==> config.mk <==
export PLATFORM = sky130hd
export DESIGN_NAME = int8_dequant_to_fp16
export DESIGN_NICKNAME = d
export VERILOG_FILES = /design/src/sv/i8dq_pkg.sv /design/src/sv/i8dq_mul.sv /design/src/sv/i8dq_norm.sv /design/src/sv/int8_dequant_to_fp16.sv
export SDC_FILE = /design/constraint.sdc
export NUM_CORES = 1
export LEC_CHECK = 0
export BUFFER_PORTS_ARGS = -buffer_cell sky130_fd_sc_hd__buf_2
export CELL_PAD_IN_SITES_DETAIL_PLACEMENT = 1
export CELL_PAD_IN_SITES_GLOBAL_PLACEMENT = 2
export CORE_MARGIN = 2
export CORE_UTILIZATION = 37
export DETAILED_ROUTE_END_ITERATION = 10
export GPL_TIMING_DRIVEN = 0
export MAX_ROUTING_LAYER = met4
export PLACE_DENSITY = 0.87
export SLEW_MARGIN = 20
export SYNTH_ARGS = -nofsm -noshare
export SYNTH_HDL_FRONTEND = slang
export SYNTH_SLANG_ARGS = --single-unit
==> constraint.sdc <==
create_clock -name clk -period 7.5 [get_ports clk]
set_input_delay 0.75 -clock clk [delete_from_list [all_inputs] [get_ports clk]]
set_output_delay 0.75 -clock clk [all_outputs]
set_load 0.005 [all_outputs]
==> src/sv/i8dq_pkg.sv <==
`timescale 1ns / 1ps
`default_nettype none
// ----------------------------------------------------------------------------
// i8dq_pkg
// Shared types and constants of the int8 to fp16 dequantizer.
// ----------------------------------------------------------------------------
package i8dq_pkg;
	localparam logic [7:0] ExpAllOnes = 8'hFF;
	localparam logic [15:0] HalfInf = 16'h7C00;
	localparam logic [15:0] HalfNegInf = 16'hFC00;

	// Register indexes on the configuration port.
	localparam logic [0:0] RegScale = 1'b0;
	localparam logic [0:0] RegZero = 1'b1;

	// Stage 1 to stage 2 payload.
	typedef struct packed {
		logic        sign;
		logic        special;
		logic [15:0] special_val;
		logic        zero;
		logic [8:0]  exp;
		logic [31:0] prod;
		logic        last;
	} mul_t;
endpackage
`default_nettype wire

==> src/sv/i8dq_mul.sv <==
`timescale 1ns / 1ps
`default_nettype none
// ----------------------------------------------------------------------------
// i8dq_mul
// Stage 1: difference magnitude times scale significand, special cases.
// ----------------------------------------------------------------------------
module i8dq_mul import i8dq_pkg::*; (
	input  wire logic        clk,
	input  wire logic        arst_n,
	input  wire logic        en,
	input  wire logic        vin,
	input  wire logic [7:0]  sample,
	input  wire logic        last_in,
	input  wire logic [31:0] scale_bits,
	input  wire logic [7:0]  zero_offset,
	output logic             v_s1,
	output mul_t             d_s1
);
	logic signed [8:0] diff;
	logic [7:0] mag;
	logic [23:0] sig;
	logic dsign;
	mul_t nx;

	always_comb begin
		diff = $signed({sample[7], sample}) - $signed({zero_offset[7], zero_offset});
		dsign = diff[8];
		mag = dsign ? 8'(-diff) : diff[7:0];
		// Subnormal scales use an implicit zero and exponent one.
		sig = {(scale_bits[30:23] != 8'd0), scale_bits[22:0]};
		nx.sign = scale_bits[31] ^ dsign;
		nx.exp = (scale_bits[30:23] == 8'd0) ? 9'd1 : {1'b0, scale_bits[30:23]};
		nx.prod = 32'(sig * mag);
		nx.zero = (mag == 8'd0) || (sig == 24'd0);
		nx.last = last_in;
		nx.special = (scale_bits[30:23] == ExpAllOnes);
		if (scale_bits[22:0] != 23'd0)
			nx.special_val = {scale_bits[31], HalfInf[14:0]};
		else if (mag == 8'd0)
			nx.special_val = HalfNegInf;
		else
			nx.special_val = {nx.sign, HalfInf[14:0]};
		// A zero difference keeps the sign of the scale.
		if (mag == 8'd0) nx.sign = scale_bits[31];
	end

	always_ff @(posedge clk or negedge arst_n) begin
		if (!arst_n) v_s1 <= 1'b0;
		else if (en) v_s1 <= vin;
	end
	always_ff @(posedge clk) begin
		if (en) d_s1 <= nx;
	end
endmodule
`default_nettype wire

==> src/sv/i8dq_norm.sv <==
`timescale 1ns / 1ps
`default_nettype none
// ----------------------------------------------------------------------------
// i8dq_norm
// Stages 2 and 3: leading-one search, fp32 rounding, fp16 truncation.
// ----------------------------------------------------------------------------
module i8dq_norm import i8dq_pkg::*; (
	input  wire logic        clk,
	input  wire logic        arst_n,
	input  wire logic        en,
	input  wire logic        v_s1,
	input  wire mul_t        d_s1,
	output logic             v_s3,
	output logic [15:0]      half_s3,
	output logic             last_s3
);
	// Product value = prod * 2^(exp-127-23); leading one at bit lz.
	logic [4:0] lz;
	logic [31:0] nrm;
	logic signed [10:0] e32;
	logic v_s2, sign_s2, zero_s2, spec_s2, last_s2;
	logic [15:0] sv_s2;
	logic [31:0] nrm_s2;
	logic signed [10:0] e_s2;

	always_comb begin
		lz = 5'd0;
		for (int i = 0; i < 32; i++)
			if (d_s1.prod[i]) lz = 5'(i);
		nrm = d_s1.prod << (5'd31 - lz);
		// Unbiased: exp-127 + lz-23; biased fp32 = exp + lz - 23.
		e32 = $signed({2'b0, d_s1.exp}) + $signed({6'b0, lz}) - 11'sd23;
	end

	always_ff @(posedge clk or negedge arst_n) begin
		if (!arst_n) begin
			v_s2 <= 1'b0;
			v_s3 <= 1'b0;
		end else if (en) begin
			v_s2 <= v_s1;
			v_s3 <= v_s2;
		end
	end

	always_ff @(posedge clk) begin
		if (en) begin
			sign_s2 <= d_s1.sign;
			zero_s2 <= d_s1.zero;
			spec_s2 <= d_s1.special;
			sv_s2 <= d_s1.special_val;
			last_s2 <= d_s1.last;
			nrm_s2 <= nrm;
			e_s2 <= e32;
		end
	end

	// Stage 3 logic. Results below fp32 normal range flush anyway (fp16 e<=0),
	// so only normal fp32 rounding matters; rounding can bump the exponent.
	logic [24:0] rnd;
	logic g, st, up;
	logic signed [11:0] eh;
	logic [15:0] h;
	always_comb begin
		g = nrm_s2[7];
		st = |nrm_s2[6:0];
		up = g && (st || nrm_s2[8]);
		rnd = {1'b0, nrm_s2[31:8]} + {24'd0, up};
		eh = rnd[24] ? 12'(e_s2) + 12'sd1 - 12'sd112 : 12'(e_s2) - 12'sd112;
		if (spec_s2) h = sv_s2;
		else if (zero_s2 || eh <= 12'sd0) h = {sign_s2, 15'd0};
		else if (eh >= 12'sd31) h = {sign_s2, HalfInf[14:0]};
		else h = {sign_s2, eh[4:0], rnd[24] ? rnd[23:14] : rnd[22:13]};
	end

	always_ff @(posedge clk) begin
		if (en) begin
			half_s3 <= h;
			last_s3 <= last_s2;
		end
	end
endmodule
`default_nettype wire

==> src/sv/int8_dequant_to_fp16.sv <==
`timescale 1ns / 1ps
`default_nettype none
// ----------------------------------------------------------------------------
// int8_dequant_to_fp16
// Streaming int8 to fp16 dequantizer with an APB register port.
// ----------------------------------------------------------------------------
// Each input transaction carries one signed int8 sample. The block subtracts
// the zero point, multiplies by the fp32 scale with round-to-nearest-even,
// and truncates the product to fp16 (flush to signed zero on underflow,
// signed infinity on overflow). One transaction is accepted per cycle while
// the output is not stalled; the pipeline has a multiply stage, a normalize
// stage and a round-and-pack stage. The whole pipeline advances together and
// holds when the output is stalled, so the input ready follows the output
// ready combinationally. Registers: scale_bits at 0x0, zero_offset at 0x4;
// write them only while the pipeline is empty.
module int8_dequant_to_fp16 import i8dq_pkg::*; (
	input  wire logic        clk,
	input  wire logic        arst_n,
	input  wire logic        psel,
	input  wire logic        penable,
	input  wire logic        pwrite,
	input  wire logic [2:0]  paddr,
	input  wire logic [31:0] pwdata,
	output logic      [31:0] prdata,
	output logic             pready,
	input  wire logic        s_tvalid,
	output logic             s_tready,
	input  wire logic [7:0]  s_tdata,  // [7:0] sample
	input  wire logic        s_tlast,
	output logic             m_tvalid,
	input  wire logic        m_tready,
	output logic [15:0]      m_tdata,  // [15:0] half_bits
	output logic             m_tlast
);
	logic [31:0] scale_q;
	logic [7:0] zero_q;
	logic en, v_s1;
	mul_t d_s1;

	assign pready = 1'b1;

	always_ff @(posedge clk or negedge arst_n) begin
		if (!arst_n) begin
			scale_q <= 32'h3F80_0000;
			zero_q <= 8'd0;
		end else if (psel && penable && pwrite) begin
			if (paddr[2] == RegScale) scale_q <= pwdata;
			else zero_q <= pwdata[7:0];
		end
	end

	assign prdata = (paddr[2] == RegZero) ? {24'd0, zero_q} : scale_q;

	// The pipeline moves whenever the output slot is empty or being taken.
	assign en = !m_tvalid || m_tready;
	assign s_tready = en;

	i8dq_mul u_mul (
		.clk, .arst_n, .en,
		.vin(s_tvalid),
		.sample(s_tdata),
		.last_in(s_tlast),
		.scale_bits(scale_q),
		.zero_offset(zero_q),
		.v_s1, .d_s1
	);

	i8dq_norm u_norm (
		.clk, .arst_n, .en, .v_s1, .d_s1,
		.v_s3(m_tvalid),
		.half_s3(m_tdata),
		.last_s3(m_tlast)
	);
endmodule
`default_nettype wire
==> results of run 1 <==
## sequential cells by signal, indices dropped and copies added (netlist names), 8 cells and up
signal          count
u_mul.d_s1         45
zero_q              8
u_norm.e_s2        11
u_norm.nrm_s2      25
u_norm.half_s3     16
scale_q            32
## per-stage QoR
stage	instances	hold WS [ps]	setup TNS (ps)	instance area (µm²)	setup slack, ps
2_1_floorplan	1430	400	0	14300	8.16
3_3_place_gp	2039	404	-17920	15400	-1580
3_5_place_dp	2040	410	-20520	15500	-1700
4_1_cts	2086	426	0	16300	8.56
5_1_grt	2106	207	-166	16700	-62.3
6_report	2106	208	0	16700	230
## worst min path at each step
stage | startpoint | end | slack (ps)
after global placement | u_mul.d_s1[0] | u_norm.last_s2 | 400
final | arst_n | u_norm.v_s2 | 210
after floorplan | u_mul.d_s1[0] | u_norm.last_s2 | 400
after CTS | u_norm.last_s2 | u_norm.last_s3 | 430
after detailed placement | u_mul.d_s1[0] | u_norm.last_s2 | 410
after global routing | arst_n | u_norm.v_s2 | 210
## placed cells by master (no fill, tap or decap), types with 6 or more instances in the layout
cell type / n
inv_1: 158
nand2_1: 127
fa_1: 127
edfxtp_1: 103
buf_2: 101
nor2_1: 79
nor2b_1: 76
mux2i_1: 66
ha_1: 64
a21oi_1: 60
mux2_2: 54
clkbuf_1: 49
nand2b_1: 40
buf_4: 37
dfrtp_1: 36
and2_1: 35
xnor2_1: 33
o21ai_0: 24
xor2_1: 23
clkbuf_16: 19
nor3_1: 17
nand4_1: 15
o21a_1: 14
nor4_1: 13
nand3_1: 13
o21ai_1: 12
a21o_1: 12
fa_2: 7
dfstp_2: 7
or3_1: 6
o21bai_1: 6
## routing by layer
metal / vias to the layer above / wire [µm]
met2: 185 / 20100
met1: 5468 / 16600
li1: 5100 / -
met4: 0 / 814
met3: 50 / 1010
met5: - / 0
## area by class of cell
class | count | area, µm²
timing repair buffer | 134 | 806
inverter | 163 | 617
multi-input combinational | 1051 | 9470
fill | 4271 | 21100
tap | 511 | 639
clock inverter | 13 | 129
buffer | 69 | 374
sequential | 146 | 4180
clock buffer | 19 | 475
## worst max-delay path: cells and delay by family (launching register included)
family | cells | cell delay, ps
XOR/XNOR | 2 | 300
flip-flops | 1 | 390
adder cells (fa/ha/maj) | 6 | 2630
AND/OR/NAND/NOR | 6 | 1550
buffers and inverters | 5 | 620
AO/OA/AOI/OAI | 9 | 1540
## timing repair
item,CTS,global route
pin swaps,15,42
buffers inserted,14,20
hold buffers,0,0
gates resized for setup,40,53
endpoints found under the setup margin,18,9
cloned,0,0
## logic make-up after synthesis
kind of cell | after synthesis | synth area share, %
mux | 122 | 9.11
xor+xnor | 63 | 3.93
fa+ha+maj | 204 | 25.0
buf+inv | 233 | 6.47
flops | 146 | 29.3
simple gates | 461 | 16.6
other cells | 1 | 0.0263
compound gates | 200 | 9.54
==> reports/qor.yml, run 1 <==
status:
  status: "finished clean"
global_routing:
  grt-busiest-layer: "met2"
  antenna_found_initial: 0
  grt_use_met3_pct: 2.47
  grt_first_pass_wirelength_mm: 62.3
  grt_use_met1_pct: 23.2
  grt_max_degree: 57
  gr-total-overflow: 0
  met2_usage_pct: 36.0
  grt_pass1_vias: 11800
  grt_use_total_pct: 19.9
job:
  maxCapViolations: 0
yosys:
  yosysWarnings: 0
  yosysSeqAreaShare_pct: 29.3
  synth_cells: 1430
  synth_cell_type_count: 86
  synth_top_area_share_pct: 21.7
  ys.flop_type: "edfxtp_1"
  syn_area_um2: 14200
  synth-async-reset-ratio_pct: 29.5
  yosys.area.top_type: "edfxtp_1"
  synthTopCellsByCount: "160 x inv_1, 134 x fa_1, 129 x nand2_1"
  yosys.cell_count.top_type: "inv_1"
  synth_edf_count: 103
  synth_nets: 1685
  synthTopCellsByArea: "edfxtp_1 22%, fa_1 19%, dfrtp_1 6.3%"
  synth_area_per_cell_um2: 9.96
  ys_seq_elements: 146
route:
  drtIter0Drc: 443
  drcViolationCount: 0
  first_pass_iters: 5
  drtAntennaViolNets: 0
  viasPerCell: 5.13
  vias: 10800
  post_drt_wl_per_cell_um: 18.3
  drt-total-wl_mm: 38.5
clock_tree:
  clkTransAtPathRegs_ps: 70
  clk_latency_ps: 450
  cts-root-buf: "clkbuf_16"
  numClockSinks: 146
  cts_buffers: 17
  clock_path_buffers: 2
  cts_tree: "done"
  h-tree-depth: 4
sta:
  finalCriticalPeriod_ps: 7270
  drv_slew: 0
  hold_viol: 0
  relSlewSlack_pct: 37.6
  tightest_slew_ps: 926
  skew_ps: 12.8
  rsz0062_at_grt: "yes"
  fmax_mhz: 138
  setup_viol: 0
  post-route-period-util_pct: 96.9
placement:
  place.gp.congestion: 0.910
  port_buffers: 98
  dpl.hpwl_mm: 29.8
critical_path:
  rr_worst_depth: 28
  end_kind: "flop"
  regToRegSetupSlack_ps: 230
  worstSetupEndpoint: "u_mul.d_s1[32]"
  timing.rr.end: "u_mul.d_s1[32]"
  r2r-start: "zero_q[1]"
  crit_top_cell: "fa_1"
  worstPathRequired_ps: 7710
  worst_path_largest_cell_delay_ps: 590
  start_kind: "flop"
  crit_path_max_fanout: 4
  arrival_ps: 7480
  slowest_stage: "fa_1"
  critPathKind: "reg2reg"
  crit_start: "zero_q[1]"
floorplan:
  initial_core_util_pct: 37.7
  std_cell_rows: 71
  core_area_um2: 37800
  die_x_um: 200
  die_y_um: 200
  dieArea_um2: 40100
  ios: 103
finish:
  final_util_pct: 44.2
  antenna_cells: 0
  area_growth_pct: 17.2
  drive_gt1_share_pct: 19.9
  nets: 1837
worst_hold_path:
  hp-class: "in2async"
Power of run 1 is left out: the tool's default activity adds up to more than one toggle a clock period on the data nets, which glitch-free logic cannot reach.
==> inputs of run 2 (changes only) <==
--- a/config.mk
+++ b/config.mk
@@ -5,7 +5,7 @@
 export SDC_FILE = /design/constraint.sdc
 export NUM_CORES = 1
 export LEC_CHECK = 0
-export BUFFER_PORTS_ARGS = -buffer_cell sky130_fd_sc_hd__buf_2
+export BUFFER_PORTS_ARGS = -buffer_cell sky130_fd_sc_hd__clkbuf_2
 export CELL_PAD_IN_SITES_DETAIL_PLACEMENT = 1
 export CELL_PAD_IN_SITES_GLOBAL_PLACEMENT = 2
 export CORE_MARGIN = 2
==> reports/qor.yml, run 2 (synthesized netlist as in run 1, its figures left out) <==
status:
  status: "finished, violations left"
  violations: "setup timing"
finish:
  largest_reg_flops: 45  # unchanged
  top_regs: "u_mul.d_s1: 45 flops, scale_q: 32 flops, u_norm.nrm_s2: 25 flops"
  ff_latch_area_um2: 4180  # about the same
  final_common_cell: "inv_1"
  fillCellCount: 4280  # +0.21%
  nets: 1833  # -0.22%
  drive_gt1_share_pct: 20.3  # +0.36 points
  final_util_pct: 44.4  # +0.24 points
  stdcell_count: 2102  # -0.19%
  layout_common_cells: "156 x inv_1, 127 x nand2_1, 127 x fa_1"
  largest-register: "u_mul.d_s1"
  area_growth_pct: 17.9
  multiInputGateArea_um2: 9590  # +1.2%
  antenna_cells: 0  # unchanged
sta:
  fin_tns_setup_ps: -189  # -189 ps
  tightest_slew_ps: 1080  # +152 ps
  rsz0062_at_grt: "yes"
  hold_viol: 0  # unchanged
  relSlewSlack_pct: 27.5  # -10 points
  setup_ws_ps: -95.8  # -326 ps
  drv_slew: 0  # unchanged
  setup_viol: 4  # +4
  finalCriticalPeriod_ps: 7600  # +326 ps
  fmax_mhz: 132  # -4.3%
  post-route-period-util_pct: 101  # +4.3 points
  skew_ps: 10.1  # -2.67 ps
route:
  first_pass_iters: 4  # -1
  drcViolationCount: 0  # unchanged
  drt-total-wl_mm: 39.5  # +2.7%
  post_drt_wl_per_cell_um: 18.8  # +2.9%
  drtIter0Drc: 472  # +6.5%
  vias: 10800  # -0.10%
  drtAntennaViolNets: 0  # unchanged
  viasPerCell: 5.13  # about the same
floorplan:
  core_area_um2: 37800  # unchanged
  dieArea_um2: 40100  # unchanged
  die_x_um: 200  # unchanged
  initial_core_util_pct: 37.7  # unchanged
  ios: 103  # unchanged
  die_y_um: 200  # unchanged
  std_cell_rows: 71  # unchanged
critical_path:
  start_kind: "flop"
  arrival_ps: 7790  # +310 ps
  timing.rr.end: "u_mul.d_s1[29]"
  r2r-start: "zero_q[1]"
  worst_path_largest_cell_delay_ps: 620  # +30 ps
  rr_worst_depth: 26  # -7.1%
  critPathKind: "reg2reg"
  crit_top_cell: "fa_1"
  regToRegSetupSlack_ps: -100  # -330 ps
  slowest_stage: "fa_1"
  worstPathRequired_ps: 7690  # -20 ps
  crit_path_max_fanout: 6  # +2
  end_kind: "flop"
placement:
  port_buffers: 98  # unchanged
  dpl.cell_count: 2040  # unchanged
  dpl.hpwl_mm: 30.2  # +1.5%
  place.gp.congestion: 0.921  # +1.2%
global_routing:
  gr-total-overflow: 0  # unchanged
  grt_max_degree: 57  # unchanged
  grt_first_pass_wirelength_mm: 63.4  # +1.8%
  antenna_found_initial: 0  # unchanged
  grt_use_total_pct: 20.3  # +0.44 points
  grt_pass1_vias: 12100  # +2.6%
clock_tree:
  h-tree-depth: 4  # unchanged
  clk_latency_ps: 450  # about the same
  cts-hold-fix-buffers: 0  # unchanged
  clock_path_buffers: 2  # unchanged
  clkTransAtPathRegs_ps: 70  # about the same
  cts-root-buf: "clkbuf_16"
  cts_buffers: 17  # unchanged
  cts_tree: "done"
  numClockSinks: 146  # unchanged
worst_hold_path:
  hp-class: "in2async"
job:
  maxCapViolations: 0  # unchanged
-- run 2: cell count changes in the layout (fill, tap and decap cells not counted), moves of 3 or more --
cell,delta
clkbuf_2,+99
buf_6,+6
buf_2,-97
ha_4,+3
inv_8,-3
ha_1,-4
buf_4,-8
-- run 2: worst max-delay path: cells and delay by family (launching register included) --
family / cells / cell delay, ps
buffers and inverters: 5 / 700
XOR/XNOR: 1 / 330
flip-flops: 1 / 410
AND/OR/NAND/NOR: 5 / 1460
adder cells (fa/ha/maj): 6 / 2490
AO/OA/AOI/OAI: 9 / 1940
-- run 2: layout make-up --
type / instances / share of cell area (%)
clock inverters: 14 / 1.02
flip-flops and latches: 146 / 24.9
clock buffers: 18 / 2.62
plain buffers: 69 / 2.16
well taps: 511 / 3.81
inverters: 163 / 3.68
repair buffers: 130 / 4.67
multi-input cells: 1051 / 57.1
-- run 2: per-layer routing --
metal / GRT usage [%] / routed length, µm / vias up
met1: 23.5 / 16700 / 5454
li1: - / - / 5106
met3: 2.57 / 1050 / 50
met5: - / 0 / -
met4: 6.93 / 1030 / 0
met2: 36.4 / 20700 / 182
-- run 2: how the worst max path moves through the flow --
stage | startpoint | end | slack, ps | cells after the start
2_1_floorplan | s_tdata[0] | u_mul.d_s1[31] | 8 | 29
3_5_place_dp | s_tdata[0] | u_mul.d_s1[32] | -1730 | 28
5_1_grt | zero_q[2] | u_mul.d_s1[31] | -300 | 27
4_1_cts | zero_q[1] | u_mul.d_s1[31] | 10 | 26
3_3_place_gp | s_tdata[0] | u_mul.d_s1[32] | -1560 | 28
6_report | zero_q[1] | u_mul.d_s1[29] | -100 | 26
-- run 2: stage by stage --
stage	hold WS, ps	setup WS [ps]	instance area (µm²)
final	364	-95.8	16800
after global routing	392	-300	16800
after CTS	359	10.2	16300
after detailed placement	407	-1730	15500
after global placement	404	-1560	15400
after floorplan	400	8.16	14300
-- run 2: timing repair --
| item | 4_1_cts | 5_1_grt |
|---|---|---|
| buffers inserted | 10 | 22 |
| endpoints found under the setup margin | 18 | 10 |
| pin swaps | 11 | 38 |
| gates resized for setup | 34 | 89 |
Power of run 2 is left out for the same reason.
==> inputs of run 3 (changes only) <==
--- a/config.mk
+++ b/config.mk
@@ -9,11 +9,11 @@
 export CELL_PAD_IN_SITES_DETAIL_PLACEMENT = 1
 export CELL_PAD_IN_SITES_GLOBAL_PLACEMENT = 2
 export CORE_MARGIN = 2
-export CORE_UTILIZATION = 37
+export CORE_UTILIZATION = 40
 export DETAILED_ROUTE_END_ITERATION = 10
 export GPL_TIMING_DRIVEN = 0
 export MAX_ROUTING_LAYER = met4
-export PLACE_DENSITY = 0.87
+export PLACE_DENSITY = 0.89
 export SLEW_MARGIN = 20
 export SYNTH_ARGS = -nofsm -noshare
 export SYNTH_HDL_FRONTEND = slang
==> constraint.sdc (replaced) <==
create_clock -name clk -period 7.2 [get_ports clk]
set_input_delay 0.72 -clock clk [delete_from_list [all_inputs] [get_ports clk]]
set_output_delay 0.72 -clock clk [all_outputs]
set_load 0.005 [all_outputs]
==> reports/qor.yml, run 3 (synthesized netlist as in run 1, its figures left out) <==
finish:
  top_regs: "u_mul.d_s1: 45 flops, scale_q: 32 flops, u_norm.nrm_s2: 25 flops"
  nets: 1852  # +1.0%
  ff_latch_area_um2: 4180  # about the same
  largest-register: "u_mul.d_s1"
  area_growth_pct: 19.1
  final_common_cell: "inv_1"
  largest_reg_flops: 45  # unchanged
  multiInputGateArea_um2: 9670  # +0.86%
  drive_gt1_share_pct: 22.4  # +2.1 points
  layout_common_cells: "154 x inv_1, 126 x fa_1, 125 x nand2_1"
  fillCellCount: 3908  # -8.7%
route:
  drtAntennaViolNets: 0  # unchanged
  post_drt_wl_per_cell_um: 19.5  # +3.6%
  drcViolationCount: 0  # unchanged
  vias: 11000  # +1.6%
  first_pass_iters: 4  # unchanged
  drtIter0Drc: 522  # +11%
  viasPerCell: 5.29  # +3.1%
  drt-total-wl_mm: 40.4  # +2.1%
sta:
  setup_ws_ps: -103  # -6.92 ps
  drv_slew: 0  # unchanged
  rsz0062_at_grt: "yes"
  finalCriticalPeriod_ps: 7300  # -293 ps
  setup_viol: 2  # -2
  tightest_slew_ps: 1070  # -3.29 ps
  skew_ps: 9.77  # -0.314 ps
  hold_viol: 0  # unchanged
  post-route-period-util_pct: 101  # +0.15 points
  fmax_mhz: 137  # +4.0%
  relSlewSlack_pct: 27.7  # +0.22 points
clock_tree:
  cts-hold-fix-buffers: 0  # unchanged
  clock_path_buffers: 2  # unchanged
  h-tree-depth: 4  # unchanged
  clkTransAtPathRegs_ps: 70  # about the same
  cts-root-buf: "clkbuf_16"
  clk_latency_ps: 450  # about the same
  cts_buffers: 17  # unchanged
  cts_tree: "done"
  numClockSinks: 146  # unchanged
floorplan:
  std_cell_rows: 69  # -2.8%
  ios: 103  # unchanged
  core_area_um2: 35300  # -6.5%
  initial_core_util_pct: 40.3  # +2.6 points
  die_x_um: 193  # -3.7%
  dieArea_um2: 37100  # -7.4%
  die_y_um: 193  # -3.7%
placement:
  place.gp.congestion: 0.884  # -4.0%
  dpl.hpwl_mm: 30.2  # -0.17%
  port_buffers: 98  # unchanged
  pre_cts_slack_ps: -1460  # +271 ps
critical_path:
  rr_worst_depth: 27  # +3.8%
  worstPathRequired_ps: 7400  # -290 ps
  end_kind: "flop"
  arrival_ps: 7500  # -290 ps
  regToRegSetupSlack_ps: -100  # about the same
  crit_path_max_fanout: 5  # -1
  start_kind: "flop"
  critPathKind: "reg2reg"
global_routing:
  grt_max_degree: 57  # unchanged
  grt_first_pass_wirelength_mm: 62.7  # -1.1%
  gr-total-overflow: 0  # unchanged
  grt_use_total_pct: 22.5  # +2.1 points
  antenna_found_initial: 0  # unchanged
  grt_pass1_vias: 12000  # -1.1%
worst_hold_path:
  hp-class: "in2async"
status:
  status: "finished, violations left"
  violations: "setup timing"
job:
  maxCapViolations: 0  # unchanged
run 3: cell count changes in the layout (fill, tap and decap cells not counted), sizes merged:
cell	change
clkinvlp	-2
inv	+1
clkinv	+1
clkbuf	+4
bufinv	-1
diode	+1
buf	+16
run 3: metal layers:
| layer | wire (µm) | global-route usage [%] | vias up |
|---|---|---|---|
| li1 | - | - | 5140 |
| met1 | 16900 | 25.7 | 5537 |
| met2 | 21200 | 39.9 | 220 |
| met3 | 1040 | 2.56 | 69 |
| met4 | 1240 | 9.48 | 0 |
| met5 | 0 | - | - |
run 3: final cells by class:
class | instances | area share, %
inverters | 163 | 3.64
clock buffers | 19 | 2.67
well taps | 461 | 3.40
multi-input cells | 1051 | 57.0
repair buffers | 149 | 5.52
clock inverters | 13 | 0.819
flip-flops and latches | 146 | 24.6
plain buffers | 69 | 2.28
diodes | 1 | 0.0148
run 3: stage by stage:
stage	instance area (µm²)	setup TNS, ps	hold WS (ps)	cells	util (%)
3_3_place_gp	15400	-17970	402	1989	43.7
6_report	17000	-145	322	2072	48.0
5_1_grt	17000	-1800	355	2071	48.0
2_1_floorplan	14400	0	400	1430	-
3_5_place_dp	15500	-20260	412	1990	43.8
4_1_cts	16500	-133	314	2053	46.7
run 3: path summary, 6_finish.rpt:
kind,to,start
min in group clk,u_norm.last_s3,u_norm.last_s2
min,scale_q[22],arst_n
min reg2reg,u_norm.last_s3,u_norm.last_s2
max reg2reg,u_mul.d_s1[25],zero_q[1]
max in group asynchronous,zero_q[7],arst_n
max,u_mul.d_s1[25],zero_q[1]
run 3: repair_timing:
item,4_1_cts,5_1_grt
pin swaps,30,43
cloned,0,0
gates resized for setup,46,75
buffers inserted,31,20
endpoints found under the setup margin,18,11
run 3: critical path, cell delays in order (launching register included):
cell	delay [ps]
dfrtp_1	400
inv_2	80
ha_1	270
nor2b_1	150
o31a_1	290
or4_1	430
o211ai_1	200
buf_4	210
a21oi_4	70
xnor2_4	200
buf_12	150
clkbuf_8	140
nand2_1	70
fa_1	550
inv_2	60
fa_2	540
fa_2	440
fa_2	580
ha_4	210
and3_4	150
or4_4	410
a41o_1	270
a2111oi_4	370
o21ai_0	180
o21ai_0	220
nand2b_1	80
a21oi_1	210
xnor2_1	100
Power of run 3 is left out for the same reason.
